$ cat src/sv/bol_pkg.sv
// ----------------------------------------------------------------------------
// bol_pkg: shared types and constants of the bounded ordered list
// Holds the capacity, the field widths, the operation and status codes, and
// the command and status groups between the controller and the datapath.
// ----------------------------------------------------------------------------
package bol_pkg;

  localparam int CAPACITY = 16;
  localparam int IDX_W    = $clog2(CAPACITY);
  localparam int CNT_W    = 5;
  localparam int VAL_W    = 32;
  localparam int KIND_W   = 3;
  localparam int STAT_W   = 2;

  typedef enum logic [KIND_W-1:0] {
    K_PUSH_FRONT = 3'd0,
    K_PUSH_BACK  = 3'd1,
    K_INSERT_AT  = 3'd2,
    K_POP_FRONT  = 3'd3,
    K_POP_BACK   = 3'd4,
    K_REMOVE_AT  = 3'd5,
    K_DUMP       = 3'd6,
    K_CLEAR      = 3'd7
  } kind_t;

  typedef enum logic [STAT_W-1:0] {
    ST_OK      = 2'd0,
    ST_FULL    = 2'd1,
    ST_EMPTY   = 2'd2,
    ST_BAD_POS = 2'd3
  } status_t;

  typedef struct packed {
    logic apply;
    logic dump_start;
    logic dump_step;
  } cmd_t;

  typedef struct packed {
    logic dump_at_end;
  } stat_t;

endpackage

$ cat src/sv/bounded_ordered_list.sv
// ----------------------------------------------------------------------------
// bounded_ordered_list: ordered list of up to CAPACITY signed 32-bit values
// Top level joining the controller and the shifting-cell datapath.
// ----------------------------------------------------------------------------
// An item is taken at a clock edge with start high and busy low. For every
// operation but dump, its single result is on the out_ ports, marked by
// out_valid, in the cycle after it was taken, and busy stays low so a new
// item may follow at once, since all cells shift in parallel. A dump raises
// busy while the read index walks the cells one a cycle, up to count; its
// results appear on consecutive cycles once the controller is in its dump
// state, each taken into the result registers, the terminator last. Results
// are strobed for one cycle and the receiver cannot stall them.
module bounded_ordered_list (
  input  logic                              clk,
  input  logic                              rst_n,
  input  logic                              start,
  output logic                              busy,
  input  logic [bol_pkg::KIND_W-1:0]        in_kind,
  input  logic signed [bol_pkg::VAL_W-1:0]  in_value,
  input  logic [bol_pkg::CNT_W-1:0]         in_position,
  output logic                              out_valid,
  output logic signed [bol_pkg::VAL_W-1:0]  out_item_value,
  output logic                              out_is_end,
  output logic [bol_pkg::STAT_W-1:0]        out_status,
  output logic [bol_pkg::CNT_W-1:0]         out_count,
  output logic                              out_is_empty,
  output logic                              out_last
);
  import bol_pkg::*;

  cmd_t  cmd;
  stat_t stat;

  bol_ctrl u_ctrl (
    .clk     (clk),
    .rst_n   (rst_n),
    .start   (start),
    .in_kind (in_kind),
    .stat    (stat),
    .cmd     (cmd),
    .busy    (busy)
  );

  bol_dpath u_dpath (
    .clk            (clk),
    .rst_n          (rst_n),
    .cmd            (cmd),
    .stat           (stat),
    .in_kind        (in_kind),
    .in_value       (in_value),
    .in_position    (in_position),
    .out_valid      (out_valid),
    .out_item_value (out_item_value),
    .out_is_end     (out_is_end),
    .out_status     (out_status),
    .out_count      (out_count),
    .out_is_empty   (out_is_empty),
    .out_last       (out_last)
  );

endmodule

$ cat src/sv/bol_ctrl.sv
// ----------------------------------------------------------------------------
// bol_ctrl: controller of the bounded ordered list
// Accepts items, issues update and dump commands to the datapath and keeps
// the block busy while a dump walks the list.
// ----------------------------------------------------------------------------
module bol_ctrl (
  input  logic                       clk,
  input  logic                       rst_n,
  input  logic                       start,
  input  logic [bol_pkg::KIND_W-1:0] in_kind,
  input  bol_pkg::stat_t             stat,
  output bol_pkg::cmd_t              cmd,
  output logic                       busy
);
  import bol_pkg::*;

  typedef enum logic [1:0] {
    S_IDLE = 2'b01,
    S_DUMP = 2'b10
  } state_t;

  state_t state_r, state_nxt;
  logic   accept;

  assign accept = start && (state_r == S_IDLE);
  assign busy   = (state_r != S_IDLE);

  always_comb begin
    state_nxt = state_r;
    cmd       = '0;
    unique case (state_r)
      S_IDLE: begin
        if (accept) begin
          if (kind_t'(in_kind) == K_DUMP) begin
            cmd.dump_start = 1'b1;
            state_nxt      = S_DUMP;
          end else begin
            cmd.apply = 1'b1;
          end
        end
      end
      S_DUMP: begin
        cmd.dump_step = 1'b1;
        if (stat.dump_at_end) begin
          state_nxt = S_IDLE;
        end
      end
      default: begin
        state_nxt = S_IDLE;
      end
    endcase
  end

  always_ff @(posedge clk) begin
    if (!rst_n) begin
      state_r <= S_IDLE;
    end else begin
      state_r <= state_nxt;
    end
  end

endmodule

$ cat src/sv/bol_dpath.sv
// ----------------------------------------------------------------------------
// bol_dpath: datapath of the bounded ordered list
// A row of cells that shift in parallel on insert and remove, the element
// count, the dump read index and the registered result ports.
// ----------------------------------------------------------------------------
module bol_dpath (
  input  logic                              clk,
  input  logic                              rst_n,
  input  bol_pkg::cmd_t                     cmd,
  output bol_pkg::stat_t                    stat,
  input  logic [bol_pkg::KIND_W-1:0]        in_kind,
  input  logic signed [bol_pkg::VAL_W-1:0]  in_value,
  input  logic [bol_pkg::CNT_W-1:0]         in_position,
  output logic                              out_valid,
  output logic signed [bol_pkg::VAL_W-1:0]  out_item_value,
  output logic                              out_is_end,
  output logic [bol_pkg::STAT_W-1:0]        out_status,
  output logic [bol_pkg::CNT_W-1:0]         out_count,
  output logic                              out_is_empty,
  output logic                              out_last
);
  import bol_pkg::*;

  logic signed [VAL_W-1:0] cells_r   [CAPACITY];
  logic signed [VAL_W-1:0] cells_nxt [CAPACITY];
  logic [CNT_W-1:0]        count_r, count_nxt;
  logic [CNT_W-1:0]        rd_idx_r, rd_idx_nxt;
  logic                    is_ins, is_rem, is_clr;
  logic [CNT_W-1:0]        ins_pos, rem_pos;
  status_t                 op_status;
  logic                    at_end;

  logic                    out_valid_r;
  logic signed [VAL_W-1:0] out_item_value_r;
  logic                    out_is_end_r;
  logic [STAT_W-1:0]       out_status_r;
  logic [CNT_W-1:0]        out_count_r;
  logic                    out_last_r;

  assign at_end           = (rd_idx_r == count_r);
  assign stat.dump_at_end = at_end;

  always_comb begin
    is_ins  = 1'b0;
    is_rem  = 1'b0;
    is_clr  = 1'b0;
    ins_pos = '0;
    rem_pos = '0;
    unique case (kind_t'(in_kind))
      K_PUSH_FRONT: begin
        is_ins = 1'b1;
      end
      K_PUSH_BACK: begin
        is_ins  = 1'b1;
        ins_pos = count_r;
      end
      K_INSERT_AT: begin
        is_ins  = 1'b1;
        ins_pos = in_position;
      end
      K_POP_FRONT: begin
        is_rem = 1'b1;
      end
      K_POP_BACK: begin
        is_rem  = 1'b1;
        rem_pos = count_r - CNT_W'(1);
      end
      K_REMOVE_AT: begin
        is_rem  = 1'b1;
        rem_pos = in_position;
      end
      K_CLEAR: begin
        is_clr = 1'b1;
      end
      default: begin
      end
    endcase
  end

  always_comb begin
    cells_nxt = cells_r;
    count_nxt = count_r;
    op_status = ST_OK;
    if (is_ins) begin
      if (count_r >= CNT_W'(CAPACITY)) begin
        op_status = ST_FULL;
      end else if (ins_pos > count_r) begin
        op_status = ST_BAD_POS;
      end else begin
        for (int i = 0; i < CAPACITY; i++) begin
          if (CNT_W'(i) == ins_pos) begin
            cells_nxt[i] = in_value;
          end else if (i > 0 && CNT_W'(i) > ins_pos) begin
            cells_nxt[i] = cells_r[(i > 0) ? i - 1 : 0];
          end
        end
        count_nxt = count_r + CNT_W'(1);
      end
    end else if (is_rem) begin
      if (count_r == '0) begin
        op_status = ST_EMPTY;
      end else if (rem_pos >= count_r) begin
        op_status = ST_BAD_POS;
      end else begin
        for (int i = 0; i < CAPACITY - 1; i++) begin
          if (CNT_W'(i) >= rem_pos) begin
            cells_nxt[i] = cells_r[i + 1];
          end
        end
        count_nxt = count_r - CNT_W'(1);
      end
    end else if (is_clr) begin
      count_nxt = '0;
    end
  end

  always_comb begin
    rd_idx_nxt = rd_idx_r;
    if (cmd.dump_start) begin
      rd_idx_nxt = '0;
    end else if (cmd.dump_step) begin
      rd_idx_nxt = rd_idx_r + CNT_W'(1);
    end
  end

  always_ff @(posedge clk) begin
    if (!rst_n) begin
      count_r     <= '0;
      rd_idx_r    <= '0;
      out_valid_r <= 1'b0;
    end else begin
      if (cmd.apply) begin
        count_r <= count_nxt;
      end
      rd_idx_r    <= rd_idx_nxt;
      out_valid_r <= cmd.apply || cmd.dump_step;
    end
  end

  always_ff @(posedge clk) begin
    if (cmd.apply) begin
      cells_r <= cells_nxt;
    end
  end

  always_ff @(posedge clk) begin
    if (cmd.apply) begin
      out_item_value_r <= '0;
      out_is_end_r     <= 1'b0;
      out_status_r     <= op_status;
      out_count_r      <= count_nxt;
      out_last_r       <= 1'b1;
    end else if (cmd.dump_step) begin
      out_item_value_r <= at_end ? '0 : cells_r[rd_idx_r[IDX_W-1:0]];
      out_is_end_r     <= at_end;
      out_status_r     <= ST_OK;
      out_count_r      <= count_r;
      out_last_r       <= at_end;
    end
  end

  assign out_valid      = out_valid_r;
  assign out_item_value = out_item_value_r;
  assign out_is_end     = out_is_end_r;
  assign out_status     = out_status_r;
  assign out_count      = out_count_r;
  assign out_is_empty   = (out_count_r == '0);
  assign out_last       = out_last_r;

endmodule

$ cat config.mk
export PLATFORM = sky130hd
export DESIGN_NAME = bounded_ordered_list
export DESIGN_NICKNAME = d
export VERILOG_FILES = /design/src/sv/bol_pkg.sv /design/src/sv/bounded_ordered_list.sv /design/src/sv/bol_ctrl.sv /design/src/sv/bol_dpath.sv
export SDC_FILE = /design/constraint.sdc
export NUM_CORES = 1
export LEC_CHECK = 0
export ABC_AREA = 1
export BUFFER_PORTS_ARGS = -buffer_cell sky130_fd_sc_hd__buf_2
export CAP_MARGIN = 20
export CORE_MARGIN = 4
export CORE_UTILIZATION = 58
export CTS_CLUSTER_DIAMETER = 50
export DETAILED_ROUTE_END_ITERATION = 10
export PLACE_DENSITY_LB_ADDON = 0.05
export SYNTH_ARGS = -nofsm -noshare
export SYNTH_HDL_FRONTEND = slang
export SYNTH_SLANG_ARGS = --single-unit
$ cat constraint.sdc
create_clock -name clk -period 5.15 [get_ports clk]
set_input_delay 1.03 -clock clk [delete_from_list [all_inputs] [get_ports clk]]
set_output_delay 1.03 -clock clk [all_outputs]
set_load 0.03 [all_outputs]
==> Word-level counts from Yosys, hierarchy flattened <==
Index checks and enable logic that the tools add are counted.
{ "totals": {"ff_bits": 566, "latchBits": 0, "ram_bits": 0, "romBits": 0, "input_bits": 43, "out_inout_bits": 44, "wordCells": 245, "mem_count": 0} }
{ "op_classes": {"add_sub_neg": 3, "n_mul": 0, "div_mod_pow": 0, "magnitude_cmp": 34, "n_eq_ne": 48, "shifts": 0, "n_mux": 87, "bitwise_logic": 4, "n_reduce_logical": 44} }
{ "ops": {"columns": ["cell", "count"], "rows": [
  ["$mux W480", 4],
  ["$mux W32", 49],
  ["$mux W512", 2],
  ["$bmux W32 S4", 1],
  ["$reduce_and A8 Y1", 15],
  ["$mux W5", 9],
  ["$ne A3 B3 Y1 const B", 14],
  ["$eq A4 B5 Y1 const A", 8],
  ["$gt A4 B5 Y1 const A", 8],
  ["$reduce_bool A2 Y1", 18],
  ["$ge A4 B5 Y1 const A", 7],
  ["$mux W2", 13],
  ["$eq A3 B5 Y1 const A", 4],
  ["$ge A3 B5 Y1 const A", 4],
  ["$gt A3 B5 Y1 const A", 4],
  ["$pmux W5 S2", 2],
  ["$logic_not A5 Y1", 3],
  ["$eq A3 B3 Y1 const B", 4],
  ["$add A5 B1 Y5 const B", 2],
  ["$eq A2 B5 Y1 const A", 2],
  ["$ge A1 B5 Y1 const A", 2],
  ["$ge A2 B5 Y1 const A", 2],
  ["$ge A5 B5 Y1 const B", 2],
  ["$gt A2 B5 Y1 const A", 2],
  ["other kinds (23)", 39]
]} }

==> Longest topological paths before layout <==
{ "logic_depth": {"ltp_word": 8, "depth_mapped": 20, "depth_no_buf": 20} }

==> Cells and area by module <==
A second synthesis with hierarchy kept.
{ "unflattened": {"hier_cells": 4699, "area_unflattened_um2": 34545.6} }
{ "modules_own_cells": {"columns": ["mod", "instances", "cells_each", "area_each_um2", "seq_area_each_um2"], "rows": [
  ["bol_dpath", 1, 4684, 34436.8, 16485.8],
  ["bol_ctrl", 1, 15, 108.9, 40.0]
]} }

==> Least setup slack after synthesis <==
No wires, ideal clock.
{ "synth_timing": {"kind": "input to register", "start": "in in_kind[2] (netlist bit)", "end": "reg u_dpath.cells_r[100] (netlist bit) (enable)", "setup_time_ns": 0.461, "arrival_time_ns": 5.028, "required_ns": 4.689, "slack_ns": -0.339, "path_stages": 13, "path_buffers": 2, "path_cell_list": "inv_2 > nand3_2 > o22ai_4 > inv_2 > clkbuf_1 > buf_1 > ha_1 > nand2_1 > nand2_1 > nand2_1 > nand2_1 > nand2_1 > nor3_1"} }
{ "synth_between": {"elab_chain_cells": 5, "elab_cells_between_ends": 29, "cone_classes": "order compare: 4; eq/ne: 12; mux: 7; reduce/logical: 6"} }
{ "synth_rtl": {"columns": ["item", "line_no", "text"], "rows": [
  ["start, declared", "bounded_ordered_list.sv:18", "input logic [bol_pkg::KIND_W-1:0] in_kind,"],
  ["$eq A3 B2 Y1 (tied with other cells)", "bol_dpath.sv:49", "unique case (kind_t'(in_kind))"],
  ["$pmux W5 S2 (tied with other cells)", "bol_dpath.sv:49", null],
  ["$gt A4 B5 Y1 (tied with other cells)", "bol_dpath.sv:93", "end else if (i > 0 && CNT_W'(i) > ins_pos) begin"],
  ["$ne A3 B3 Y1 (no line) (tied with other cells)", null, null],
  ["$reduce_and A8 Y1 (no line) (*)", null, null],
  ["end signal, assigned", "bol_dpath.sv:142", "cells_r <= cells_nxt;"],
  ["end, declared", "bol_dpath.sv:24", "logic signed [VAL_W-1:0] cells_r [CAPACITY];"]
]} }
Every way passes the cells marked *; elsewhere a longest branch is shown, timed or not.
A chain may end at the register's enable or synchronous reset.

==> Worst setup path in the final report <==
{ "layout_timing": {"start": "reg u_dpath.count_r[0]", "end": "reg u_dpath.cells_r[416] (netlist bit) (enable)"} }
{ "layout_between": {"elab_chain_cells": 5, "elab_cells_between_ends": 17, "cone_classes": "add/sub: 1; order compare: 5; eq/ne: 6; mux: 2; reduce/logical: 3"} }
{ "layout_rtl": {"columns": ["item", "line_no", "text"], "rows": [
  ["start, declared", "bol_dpath.sv:26", "logic [CNT_W-1:0] count_r, count_nxt;"],
  ["start signal, assigned", "bol_dpath.sv:133", "count_r <= count_nxt;"],
  ["$sub A5 B1 Y5", "bol_dpath.sv:66", "rem_pos = count_r - CNT_W'(1);"],
  ["$pmux W5 S2", "bol_dpath.sv:49", null],
  ["$ge A5 B5 Y1 / $ge A2 B5 Y1 (equally long branches)", "bol_dpath.sv:102, bol_dpath.sv:106", null],
  ["$ne A2 B1 Y1 (no line) / $reduce_bool A2 Y1 (equally long branches)", null, null],
  ["$reduce_and A8 Y1 (no line) (*)", null, null]
]} }
Marks and branches as above.

==> flow_metrics.py <==
metrics = {
    "run_status": {
        "status": "finished, final reports clean",
    },
    "cells_and_area": {
        "drive_above_1_share": 0.07020,
        "finish.instance_area_sq_um": 38980,
        "antennaDiodeCount": 0,
        "fillCellCount": 5421,
        "final_util": 0.6447,
        "area_growth_pct": 9.623,
        "final_nets": 4815,
    },
    "place": {
        "place_hpwl_microns": 73110,
        "io_buffers": 86,
        "place_area_sq_um": 36420,
        "place_congestion": 0.9183,
    },
    "sta": {
        "finalHoldViolCount": 0,
        "rsz0062_at_grt": "no",
        "fmax_ghz": 0.2310,
        "hold-worst-slack_ns": 0.4490,
        "tightestPinTransition_ns": 1.028,
        "finalCritPeriodShare": 0.8408,
        "maxSlewViolCount": 0,
        "relSlewSlack": 0.3102,
        "tns_ns": 0,
        "min_period_ns": 4.330,
        "skew_ns": 0.01583,
        "finalSetupViolCount": 0,
    },
    "setup_path": {
        "path_cells": "buf_4 > inv_1 > ha_1 > nand2_1 > nor2_1 > nand2_1 > nand2_1 > nand2_1 > nand2_1 > ha_1 > nand2_1 > inv_1 > nand2_1 > nand2_1 > nor2_1 > buf_4 > nand3_1 > nand2_1 > nand2_1 > inv_1 > nand2_1 > nor2_4 > buf_4",
        "cp.depth": 23,
        "start_kind": "flop",
        "r2r_cells": 23,
        "cpMaxStageDelayCell": "buf_4",
        "path_common_cell": "nand2_1",
        "max_stage_delay_ns": 0.45,
        "cp_num_buf_inv": 6,
        "critPathKind": "flop to flop",
        "cp.arrival_ns": 4.57,
        "path_delay_family": "simple AND/OR/NAND/NOR gates",
        "critPathRequiredTime_ns": 5.39,
        "path_max_fanout": 32,
        "end_kind": "flop",
    },
    "cts": {
        "post-cts-setup-buffer-count": 0,
        "numClockSinks": 566,
        "cts_root_buffer": "clkbuf_16",
        "cts_tree": "built",
        "cts_resized": 0,
        "ctsHoldBuffers": 0,
        "clk_latency_ns": 0.62,
        "ctsLongestPathBuffers": 3,
        "h-tree-depth": 3,
        "cts_buffers": 74,
        "cts.clk_slew.worst_paths_ns": 0.06,
    },
    "logic_synthesis": {
        "ys_ff_latch": 566,
        "ys_seq_area_frac": 0.4647,
        "synth_warnings": 0,
        "synthDistinctLibCells": 29,
        "synth.avg_cell_area_sq_um": 7.237,
        "mappedNetlistNets": 4970,
        "postSynthCellCount": 4914,
        "syn_area_sq_um": 35560,
    },
    "global_route": {
        "grt_pass1_vias": 31084,
        "grt_start_max_net_pins": 178,
        "antenna_found_initial": 0,
        "grt_usage": 0.3514,
        "grt_overflow": 0,
        "grt_first_pass_wirelength_microns": 185800,
    },
    "detailed_routing": {
        "routedWlPerCell_microns": 21.41,
        "drt_first_pass_iters": 7,
        "drt_iter0_drc": 5837,
        "drcViolationCount": 0,
        "drt_wl_total_microns": 119800,
        "via_per_inst": 6.147,
        "vias": 34406,
        "postRouteAntennaNets": 0,
    },
    "pwr": {
        "p_leak_uw": 0.01745,
        "powerDensity_nw_per_um2": 324.0,
        "total_power_uw": 12630,
        "irDropWorstVdd_v": 0.0002447,
    },
    "floorplan": {
        "core_sq_um": 60470,
        "placementRows": 90,
        "die_x_microns": 255.6,
        "num_io_pins": 87,
        "die_area_sq_um": 65340,
        "die_y_microns": 255.6,
        "initial_utilization": 0.5881,
    },
    "min_path": {
        "hold_class": "flop to flop",
        "hold_depth": 2,
    },
    "job": {
        "drv_cap": 0,
    },
}
[cell families (layout without fill, tap and decap cells)]
kind of cell | after synthesis | in the layout | share of synthesized area
buffers and inverters | 911 | 812 | 0.09876
XOR/XNOR | 8 | 8 | 0.001970
AND/OR/NAND/NOR | 2715 | 2715 | 0.3264
flip-flops | 566 | 566 | 0.4647
AO/OA/AOI/OAI | 701 | 701 | 0.1035
adder cells (fa/ha/maj) | 13 | 13 | 0.004574
[Yosys cell counts, drive strengths merged]
master  instances  area (sq um)
or2             2         12.51
dfxtp          47         940.9
nand2        1677          6295
nor3b           1         7.510
inv           503          1888
buf           114         520.5
nor2           87         331.6
nand4         165          1032
xnor2           2         17.52
o221ai          1         8.760
nor4            1         6.260
clkbuf        288          1081
nand3         773          3879
a21oi         268          1341
clkinv          6         22.52
ha             13         162.7
o21ai         360          1802
nor3            9         45.04
o211ai         33         247.7
xor2            6         52.55
o22ai          39         282.8
edfxtp        519         15580
[flip-flops by register name (all words and copies together) (netlist names)]
register	flops
u_dpath.cells_r	512
u_dpath.out_is_end	1
u_dpath.out_count	5
u_dpath.out_valid	1
u_dpath.out_last	1
u_dpath.out_item_value	32
u_dpath.count_r	5
u_dpath.rd_idx_r	5
u_ctrl.state_r	2
u_dpath.out_status	2
[worst reg2reg max path, delay by kind of cell (launching register included)]
kind | cells | cell delay (ns)
and+or+nand+nor | 15 | 1.77
buffers and inverters | 6 | 1.35
adders and majority gates | 2 | 0.52
DFF | 1 | 0.29
[metrics by stage]
| stage | worst slack [ns] | std cells |
|---|---|---|
| finish | 0.8201 | 5597 |
| global route | 0.5410 | 5597 |
| CTS | 0.9161 | 5597 |
| floorplan | -0.3390 | 4914 |
| detailed placement | 0.4556 | 5465 |
| global placement | 0.5463 | 5465 |
[area by class of cell]
| cell class | instances | area (sq um) | share of cell area |
|---|---|---|---|
| well taps | 782 | 978.4 | 0.02510 |
| repair buffers | 171 | 1256 | 0.03222 |
| inverters | 509 | 1928 | 0.04946 |
| flip-flops and latches | 566 | 16530 | 0.4241 |
| clock buffers | 100 | 2085 | 0.05347 |
| multi-input cells | 3437 | 15730 | 0.4035 |
| clock inverters | 32 | 474.2 | 0.01216 |
[path summary, 6_finish.rpt]
kind / end / startpoint / slack [ns]
setup / recovery: u_dpath.cells_r[416]$_DFFE_PP_ / u_dpath.count_r[0]$_SDFFE_PN0P_ / 0.82
hold reg to reg: u_dpath.out_item_value[10]$_SDFFE_PP0N_ / u_dpath.out_item_value[10]$_SDFFE_PP0N_ / 0.45
setup reg to reg: u_dpath.cells_r[416]$_DFFE_PP_ / u_dpath.count_r[0]$_SDFFE_PN0P_ / 0.82
hold / removal: u_dpath.out_item_value[10]$_SDFFE_PP0N_ / u_dpath.out_item_value[10]$_SDFFE_PP0N_ / 0.45
[power breakdown]
group          total, uW  internal [uW]  switching [uW]
Clock               5500           3400            2100
Combinational       1640            447            1200
Sequential          5480           5350             132
Total              12600           9200            3430
[cell usage in the layout, fill, tap and decap left out, drive strengths merged, types with 16 or more instances in the layout]
cell and n:
buf 171, o211ai 33, inv 508, nand4 165, nand2 1677, edfxtp 519
nand3 773, o22ai 39, a21oi 268, clkinv 16, clkbuf 100, dfxtp 47
nor2 87, o21ai 360
[layer usage]
layer,vias up,part of all wire,GRT usage
met5,-,0,0
li1,16100,-,-
met2,2466,0.41,0.4968
met4,0,0.019,0.08792
met1,15679,0.43,0.5467
met3,161,0.14,0.07985
(Power assumes the default switching activity.)
